`config.mk`:
```
export PLATFORM = sky130hd
export DESIGN_NAME = status_frame_deframer_crc16
export DESIGN_NICKNAME = d
export VERILOG_FILES = /design/src/rtl/core/sfd_pkg.sv /design/src/rtl/core/sfd_front.sv /design/src/rtl/core/sfd_queue.sv /design/src/rtl/core/sfd_back.sv /design/src/rtl/core/status_frame_deframer_crc16.sv
export SDC_FILE = /design/constraint.sdc
export NUM_CORES = 1
export LEC_CHECK = 0
export ABC_AREA = 1
export BUFFER_PORTS_ARGS = -buffer_cell sky130_fd_sc_hd__buf_4
export CORE_ASPECT_RATIO = 0.5
export CORE_MARGIN = 8
export CORE_UTILIZATION = 45
export CTS_BUF_LIST = sky130_fd_sc_hd__clkbuf_4
export DETAILED_ROUTE_END_ITERATION = 16
export GPL_ROUTABILITY_DRIVEN = 0
export PLACE_DENSITY = 0.75
export SKIP_LAST_GASP = 1
export SYNTH_ARGS = -nofsm -noshare
export SYNTH_HDL_FRONTEND = slang
export SYNTH_SLANG_ARGS = --single-unit
```
`constraint.sdc`:
```
create_clock -name clk -period 5 [get_ports clk]
set_clock_uncertainty 0.2 [all_clocks]
set_input_delay 1.25 -clock clk [delete_from_list [all_inputs] [get_ports clk]]
set_output_delay 1.25 -clock clk [all_outputs]
set_load 0.1 [all_outputs]
```
`src/rtl/core/sfd_pkg.sv`:
```
package sfd_pkg;

  localparam int QUEUE_DEPTH_DEF = 4;

  localparam logic [7:0]  START_BYTE = 8'hFF;
  localparam logic [15:0] CRC_INIT   = 16'hFFFF;
  localparam logic [15:0] CRC_POLY   = 16'hA001;

  // frame byte positions (byte 0 is the start byte)
  localparam logic [4:0] POS_FIRST    = 5'd1;
  localparam logic [4:0] POS_LAST_CRC = 5'd19;
  localparam logic [4:0] POS_CRC_LO   = 5'd20;
  localparam logic [4:0] POS_CRC_HI   = 5'd21;

  typedef enum logic [1:0] {
    KIND_START,
    KIND_DATA,
    KIND_CRC_LO,
    KIND_CRC_HI
  } kind_t;

  typedef struct packed {
    kind_t       kind;
    logic [4:0]  pos;
    logic [7:0]  data;
  } item_t;

  typedef struct packed {
    logic               status;
    logic        [15:0] speed_left;
    logic        [15:0] speed_right;
    logic signed [31:0] odometry_left;
    logic signed [31:0] odometry_right;
    logic        [7:0]  battery_voltage;
    logic        [7:0]  motor_current;
  } result_t;

  // CRC-16/Modbus, one byte, eight bit steps
  function automatic logic [15:0] crc_feed(input logic [15:0] crc, input logic [7:0] b);
    logic [15:0] c;
    c = crc ^ {8'h00, b};
    for (int k = 0; k < 8; k++) begin
      c = c[0] ? ((c >> 1) ^ CRC_POLY) : (c >> 1);
    end
    return c;
  endfunction

endpackage

```
`src/rtl/core/sfd_front.sv`:
```
module sfd_front import sfd_pkg::*; (
  input  logic       clk,
  input  logic       rst,
  input  logic       s_tvalid,
  output logic       s_tready,
  input  logic [7:0] s_tdata,
  input  logic       queue_full,
  output logic       push,
  output item_t      push_item
);

  logic       in_frame;
  logic       in_frame_next;
  logic [4:0] byte_index;
  logic [4:0] byte_index_next;
  logic       accept;

  assign s_tready = !queue_full;
  assign accept   = s_tvalid && s_tready;

  always_comb begin
    in_frame_next   = in_frame;
    byte_index_next = byte_index;
    push            = 1'b0;
    push_item.kind  = KIND_DATA;
    push_item.pos   = byte_index;
    push_item.data  = s_tdata;
    if (accept) begin
      if (!in_frame) begin
        // hunting: only a start byte opens a frame
        if (s_tdata == START_BYTE) begin
          push            = 1'b1;
          push_item.kind  = KIND_START;
          in_frame_next   = 1'b1;
          byte_index_next = POS_FIRST;
        end
      end else begin
        push = 1'b1;
        if (byte_index <= POS_LAST_CRC) begin
          push_item.kind  = KIND_DATA;
          byte_index_next = byte_index + 5'd1;
        end else if (byte_index == POS_CRC_LO) begin
          push_item.kind  = KIND_CRC_LO;
          byte_index_next = POS_CRC_HI;
        end else begin
          push_item.kind  = KIND_CRC_HI;
          in_frame_next   = 1'b0;
          byte_index_next = '0;
        end
      end
    end
  end

  always_ff @(posedge clk) begin
    if (rst) begin
      in_frame   <= 1'b0;
      byte_index <= '0;
    end else begin
      in_frame   <= in_frame_next;
      byte_index <= byte_index_next;
    end
  end

endmodule

```
`src/rtl/core/sfd_queue.sv`:
```
module sfd_queue import sfd_pkg::*; #(
  parameter int DEPTH = QUEUE_DEPTH_DEF
) (
  input  logic  clk,
  input  logic  rst,
  input  logic  push,
  input  item_t push_item,
  input  logic  pop,
  output logic  empty,
  output logic  full,
  output item_t head
);

  localparam int PTR_W = (DEPTH > 1) ? $clog2(DEPTH) : 1;
  localparam int CNT_W = $clog2(DEPTH + 1);

  item_t              entries [DEPTH];
  logic [PTR_W-1:0]   wr_ptr;
  logic [PTR_W-1:0]   rd_ptr;
  logic [CNT_W-1:0]   count;

  assign empty = (count == '0);
  assign full  = (count == CNT_W'(DEPTH));
  assign head  = entries[rd_ptr];

  always_ff @(posedge clk) begin
    if (push) begin
      entries[wr_ptr] <= push_item;
    end
  end

  always_ff @(posedge clk) begin
    if (rst) begin
      wr_ptr <= '0;
      rd_ptr <= '0;
      count  <= '0;
    end else begin
      if (push) begin
        wr_ptr <= (wr_ptr == PTR_W'(DEPTH - 1)) ? '0 : wr_ptr + PTR_W'(1);
      end
      if (pop) begin
        rd_ptr <= (rd_ptr == PTR_W'(DEPTH - 1)) ? '0 : rd_ptr + PTR_W'(1);
      end
      if (push && !pop) begin
        count <= count + CNT_W'(1);
      end else if (pop && !push) begin
        count <= count - CNT_W'(1);
      end
    end
  end

endmodule

```
`src/rtl/core/sfd_back.sv`:
```
module sfd_back import sfd_pkg::*; (
  input  logic    clk,
  input  logic    rst,
  input  logic    item_valid,
  input  item_t   item,
  output logic    pop,
  output logic    m_tvalid,
  input  logic    m_tready,
  output result_t result
);

  localparam logic [4:0] POS_SPD_L_LO = 5'd1;
  localparam logic [4:0] POS_SPD_L_HI = 5'd2;
  localparam logic [4:0] POS_VOLT     = 5'd3;
  localparam logic [4:0] POS_ODO_L0   = 5'd6;
  localparam logic [4:0] POS_ODO_L1   = 5'd7;
  localparam logic [4:0] POS_ODO_L2   = 5'd8;
  localparam logic [4:0] POS_ODO_L3   = 5'd9;
  localparam logic [4:0] POS_SPD_R_LO = 5'd10;
  localparam logic [4:0] POS_SPD_R_HI = 5'd11;
  localparam logic [4:0] POS_ODO_R0   = 5'd14;
  localparam logic [4:0] POS_ODO_R1   = 5'd15;
  localparam logic [4:0] POS_ODO_R2   = 5'd16;
  localparam logic [4:0] POS_ODO_R3   = 5'd17;
  localparam logic [4:0] POS_CURR     = 5'd18;

  logic [15:0] running_crc;
  logic [7:0]  crc_low_seen;
  logic [15:0] left_speed_hold;
  logic [15:0] right_speed_hold;
  logic [31:0] left_odometry_hold;
  logic [31:0] right_odometry_hold;
  logic [7:0]  voltage_hold;
  logic [7:0]  current_hold;
  logic        out_free;
  logic        crc_ok;

  // only the closing byte needs the output register
  assign out_free = !m_tvalid || m_tready;
  assign pop      = item_valid && ((item.kind != KIND_CRC_HI) || out_free);
  assign crc_ok   = (crc_low_seen == running_crc[7:0]) && (item.data == running_crc[15:8]);

  always_ff @(posedge clk) begin
    if (pop) begin
      case (item.kind)
        KIND_START: begin
          running_crc <= CRC_INIT;
        end
        KIND_DATA: begin
          running_crc <= crc_feed(running_crc, item.data);
          case (item.pos)
            POS_SPD_L_LO: left_speed_hold[7:0]       <= item.data;
            POS_SPD_L_HI: left_speed_hold[15:8]      <= item.data;
            POS_VOLT:     voltage_hold               <= item.data;
            POS_ODO_L0:   left_odometry_hold[7:0]    <= item.data;
            POS_ODO_L1:   left_odometry_hold[15:8]   <= item.data;
            POS_ODO_L2:   left_odometry_hold[23:16]  <= item.data;
            POS_ODO_L3:   left_odometry_hold[31:24]  <= item.data;
            POS_SPD_R_LO: right_speed_hold[7:0]      <= item.data;
            POS_SPD_R_HI: right_speed_hold[15:8]     <= item.data;
            POS_ODO_R0:   right_odometry_hold[7:0]   <= item.data;
            POS_ODO_R1:   right_odometry_hold[15:8]  <= item.data;
            POS_ODO_R2:   right_odometry_hold[23:16] <= item.data;
            POS_ODO_R3:   right_odometry_hold[31:24] <= item.data;
            POS_CURR:     current_hold               <= item.data;
            default: ;
          endcase
        end
        KIND_CRC_LO: begin
          crc_low_seen <= item.data;
        end
        KIND_CRC_HI: begin
          result.status          <= !crc_ok;
          result.speed_left      <= crc_ok ? left_speed_hold : '0;
          result.speed_right     <= crc_ok ? right_speed_hold : '0;
          result.odometry_left   <= crc_ok ? left_odometry_hold : '0;
          result.odometry_right  <= crc_ok ? right_odometry_hold : '0;
          result.battery_voltage <= crc_ok ? voltage_hold : '0;
          result.motor_current   <= crc_ok ? current_hold : '0;
        end
        default: ;
      endcase
    end
  end

  always_ff @(posedge clk) begin
    if (rst) begin
      m_tvalid <= 1'b0;
    end else if (pop && (item.kind == KIND_CRC_HI)) begin
      m_tvalid <= 1'b1;
    end else if (m_tready) begin
      m_tvalid <= 1'b0;
    end
  end

endmodule

```
`src/rtl/core/status_frame_deframer_crc16.sv`:
```
// Channel   Dir  Fields (tdata/tuser, low bit up)             Transfer
// s_*       in   tdata: rx_byte[7:0]                           s_tvalid & s_tready
// m_*       out  tdata: speed_left, speed_right,               m_tvalid & m_tready
//                odometry_left, odometry_right,
//                battery_voltage, motor_current; tuser: frame_status
//
// One byte per cycle, sustained while the queue has room. The front tracks
// frame position per byte; the back runs a byte's eight CRC bit steps at once.
// The closing CRC byte reaches m_tvalid via the queue and the result register.
// Reset (rst, sync, active high) returns to hunting and empties the queue.
// A stalled m_tready only holds the closing byte; data bytes keep flowing until
// the queue fills, then s_tready drops.
module status_frame_deframer_crc16 import sfd_pkg::*; #(
  parameter int QUEUE_DEPTH = QUEUE_DEPTH_DEF  // 2 and up
) (
  input  logic         clk,
  input  logic         rst,
  input  logic         s_tvalid,
  output logic         s_tready,
  input  logic [7:0]   s_tdata,   // [7:0] rx_byte
  output logic         m_tvalid,
  input  logic         m_tready,
  // [15:0] speed_left, [31:16] speed_right, [63:32] odometry_left,
  // [95:64] odometry_right, [103:96] battery_voltage, [111:104] motor_current
  output logic [111:0] m_tdata,
  output logic [0:0]   m_tuser    // [0] frame_status: 0 ok, 1 CRC mismatch
);

  logic    q_push;
  item_t   q_push_item;
  logic    q_pop;
  logic    q_empty;
  logic    q_full;
  item_t   q_head;
  result_t result;

  // front: hunts for start byte, tags each frame byte with its role
  sfd_front u_front (
    .clk        (clk),
    .rst        (rst),
    .s_tvalid   (s_tvalid),
    .s_tready   (s_tready),
    .s_tdata    (s_tdata),
    .queue_full (q_full),
    .push       (q_push),
    .push_item  (q_push_item)
  );

  // decouples byte intake from a stalled result
  sfd_queue #(
    .DEPTH (QUEUE_DEPTH)
  ) u_queue (
    .clk       (clk),
    .rst       (rst),
    .push      (q_push),
    .push_item (q_push_item),
    .pop       (q_pop),
    .empty     (q_empty),
    .full      (q_full),
    .head      (q_head)
  );

  // back: CRC, field capture, result register
  sfd_back u_back (
    .clk        (clk),
    .rst        (rst),
    .item_valid (!q_empty),
    .item       (q_head),
    .pop        (q_pop),
    .m_tvalid   (m_tvalid),
    .m_tready   (m_tready),
    .result     (result)
  );

  assign m_tdata = {result.motor_current, result.battery_voltage,
                    result.odometry_right, result.odometry_left,
                    result.speed_right, result.speed_left};
  assign m_tuser = result.status;

  // a new result only follows the closing CRC byte leaving the queue
  a_result_source: assert property (@(posedge clk) disable iff (rst)
    $rose(m_tvalid) |-> $past(q_pop && (q_head.kind == KIND_CRC_HI)))
    else $error("result without closing CRC byte");

  // queue never overflows
  a_no_overflow: assert property (@(posedge clk) disable iff (rst)
    !(q_push && q_full))
    else $error("push into full queue");

  // nothing popped from an empty queue
  a_no_underflow: assert property (@(posedge clk) disable iff (rst)
    !(q_pop && q_empty))
    else $error("pop from empty queue");

  // reset clears the output side
  a_reset_clear: assert property (@(posedge clk)
    rst |=> !m_tvalid)
    else $error("m_tvalid set after reset");

endmodule

```
==> results.toml <==
[layout]
fin_cells = 1557
finalNetCount = 1142
drive_gt1_share_pct = 29.2
syn2layout_area_growth_pct = 18.9

[logic_synthesis]
ys_ff_latch = 325
synth.distinct_cells = 35
syn_inst = 929
syn-cell-area_sq_um = 12500
synth.yosys.seq_area_share_pct = 76.5
yosysWarnings = 0
syn_nets = 950
syn_area_per_cell_sq_um = 13.5

[clock_tree]
path_clk_slew_ns = 0.07
tritoncts = "yes"
clkLatencyLatePin_ns = 0.68
clk_path_buf_depth = 3
numCtsBuffers = 74
cts_root_buffer = "clkbuf_4"
h-tree-depth = 3
cts.repair.resized = 0
cts.sinks = 325
ctsHoldBuffers = 0
cts_setup_buffers = 0

[routing]
drt-total-wl_mm = 25.2
viasPerCell = 4.71
wire_per_inst_microns = 16.2
drc_errors = 0
drt_first_pass_iters = 5
ant_nets = 0
first_iter_violations = 674
via_count = 7334

[sta]
timing.final.ws_setup_ns = 1.42
setup_viol = 0
fin_setup_tns_ns = 0
worst_slew_pin_slew_ns = 1.22
fin_crit_sh_pct = 71.5
max_slew_margin_pct = 17.8
holdWs_ns = 0.311
fmax_mhz = 280
final_max_slew_viol_count = 0
finalCriticalPeriod_ns = 3.58
rsz0062_at_grt = "no"
finalHoldViolations = 0

[grt]
grt_start_max_net_pins = 115
first_global_vias = 7586
grt_overflow = 0
grt_pass1_wl_mm = 39.7
grt_usage_pct = 14.9
antenna_found_initial = 1

[die]
chipHeight_microns = 134
die_area_sq_um = 33800
fp-row-count = 43
coreArea_sq_um = 27500
start_util_pct = 45.5
fp.dieW_microns = 252
io_pins = 127

[pwr]
power_switching_mw = 2.94
p_comb_share_pct = 28.7
power.share.clock_pct = 27.2
p_leak_nw = 6.15
ir_worst_vdd_v = 0.000203
pwr-share-seq_pct = 44.1
p_int_mw = 5.03
sw_frac_of_total_pct = 36.9
p_per_area_nw_per_um2 = 534

[place]
dp.cells = 1427
pre_cts_slack_ns = 1.17
port_buffers = 126
hpwl_mm = 16.2

[critical_path]
arrival_ns = 3.67
crit_type = "flop to flop"
worst_setup_path_end_kind = "flop"
required_ns = 5.09
cp-start-kind = "flop"
cp_max_fo = 31

[job]
cap_violations = 0

[min_path]
hold_class = "flop to flop"

[outcome]
status = "finished, final reports clean"
==> power groups by stage <==
stage	clock network (mW)	registers, mW	logic, mW
2_1_floorplan	0	4.36	0.893
3_3_place_gp	0	3.56	2.24
3_5_place_dp	0	3.57	2.28
4_1_cts	2.23	3.51	2.29
5_1_grt	2.37	3.53	2.44
6_report	2.17	3.51	2.28
==> cell usage in the layout, fill, tap and decap left out, types with 3 or more instances in the layout <==
| cell | Yosys | routed |
|---|---|---|
| a31oi_1 | 4 | 4 |
| inv_2 | 7 | 9 |
| edfxtp_1 | 309 | 309 |
| o21ai_0 | 16 | 16 |
| a21oi_1 | 23 | 23 |
| clkbuf_4 | 0 | 115 |
| nand2_1 | 120 | 120 |
| nand4_1 | 6 | 6 |
| xor2_1 | 13 | 13 |
| buf_4 | 3 | 138 |
| inv_1 | 165 | 164 |
| bufinv_16 | 0 | 3 |
| nor2_2 | 70 | 70 |
| nor4_1 | 3 | 3 |
| a32oi_1 | 6 | 6 |
| nor2_1 | 71 | 71 |
| xnor2_1 | 3 | 3 |
| nand3_1 | 45 | 45 |
| clkinv_1 | 0 | 9 |
| a211oi_1 | 3 | 3 |
| nor3_1 | 7 | 7 |
| dfxtp_1 | 16 | 16 |
| ha_1 | 8 | 8 |
==> cell type report <==
type	count	area (sq um)
tap	382	478
sequential	325	9600
clock buffer	115	863
clock inverter	14	131
antenna	1	2.50
multi-input combinational	409	2140
fill	2283	12600
timing repair buffer	139	1060
inverter	172	648
==> state kept, by name (all words and copies together), names as in the netlist, named ones only <==
signal                      cells
u_back.running_crc             16
u_back.m_tvalid                 1
u_back.result                 113
u_queue.rd_ptr                  2
u_front.in_frame                1
u_front.byte_index              5
u_back.current_hold             8
u_queue.wr_ptr                  2
u_queue.count                   3
u_back.left_speed_hold         16
u_back.left_odometry_hold      32
u_back.right_odometry_hold     32
u_back.crc_low_seen             8
u_back.right_speed_hold        16
u_back.voltage_hold             8
u_queue.entries                60
==> cell usage after synthesis (all sizes together) <==
cell type	count	area, sq um
ha	8	100
nor3	8	45.0
nor2	141	704
nand2	121	457
xnor2	3	26.3
o211ai	1	7.51
xor2	14	130
nor4	4	31.3
a32o	1	10.0
nand4	7	50.1
nand3	46	235
a31oi	4	25.0
a21oi	23	115
a211oi	3	22.5
o21ai	16	80.1
dfxtp	16	320
clkbuf	8	30.0
buf	15	138
o221ai	1	8.76
inv	172	646
a32oi	6	52.6
edfxtp	309	9280
o211a	1	10.0
fa	1	20.0
==> cells by family after synthesis <==
family | share of synthesized area [%]
XOR/XNOR | 1.25
buffers and inverters | 6.48
flip-flops | 76.5
adder cells (fa/ha/maj) | 0.958
AND/OR/NAND/NOR | 12.1
AO/OA/AOI/OAI | 2.64
==> worst paths after layout <==
check	start	end	slack, ns	cells after the start
worst max-delay path	flop	u_back.voltage_hold[4]$_DFFE_PP_	1.42	8
worst min-delay path	u_queue.count[2]$_SDFFE_PP0P_	u_queue.count[2]$_SDFFE_PP0P_	0.31	2
worst max register to register	flop	u_back.voltage_hold[4]$_DFFE_PP_	1.42	8
worst min register to register	u_queue.count[2]$_SDFFE_PP0P_	u_queue.count[2]$_SDFFE_PP0P_	0.31	2
==> metrics by stage <==
stage	utilization, %	power (mW)	cell area (sq um)
final	54.2	7.96	14900
after detailed placement	50.5	5.85	13900
after floorplan	-	5.25	12500
after global routing	54.2	8.34	14900
after CTS	54.1	8.03	14900
after global placement	50.5	5.80	13900
==> layer usage <==
metal	part of all wire, %	routed length, microns	global-route usage (%)	vias up
met2	53	13500	26.8	217
met3	5.2	1300	3.67	49
met5	0	0	0	-
met1	39	9920	17.1	3534
li1	-	-	-	3534
met4	2.2	565	5.76	0
==> critical path, stage by stage, from the launching register on <==
cell,delay [ns]
dfxtp_1,0.31
buf_4,0.23
inv_2,0.40
nand2_1,0.12
a32oi_1,0.29
nand2_1,0.22
inv_1,0.42
nand4_1,0.35
nor2_1,0.65
No activity file was read; power rests on OpenSTA's default activity.
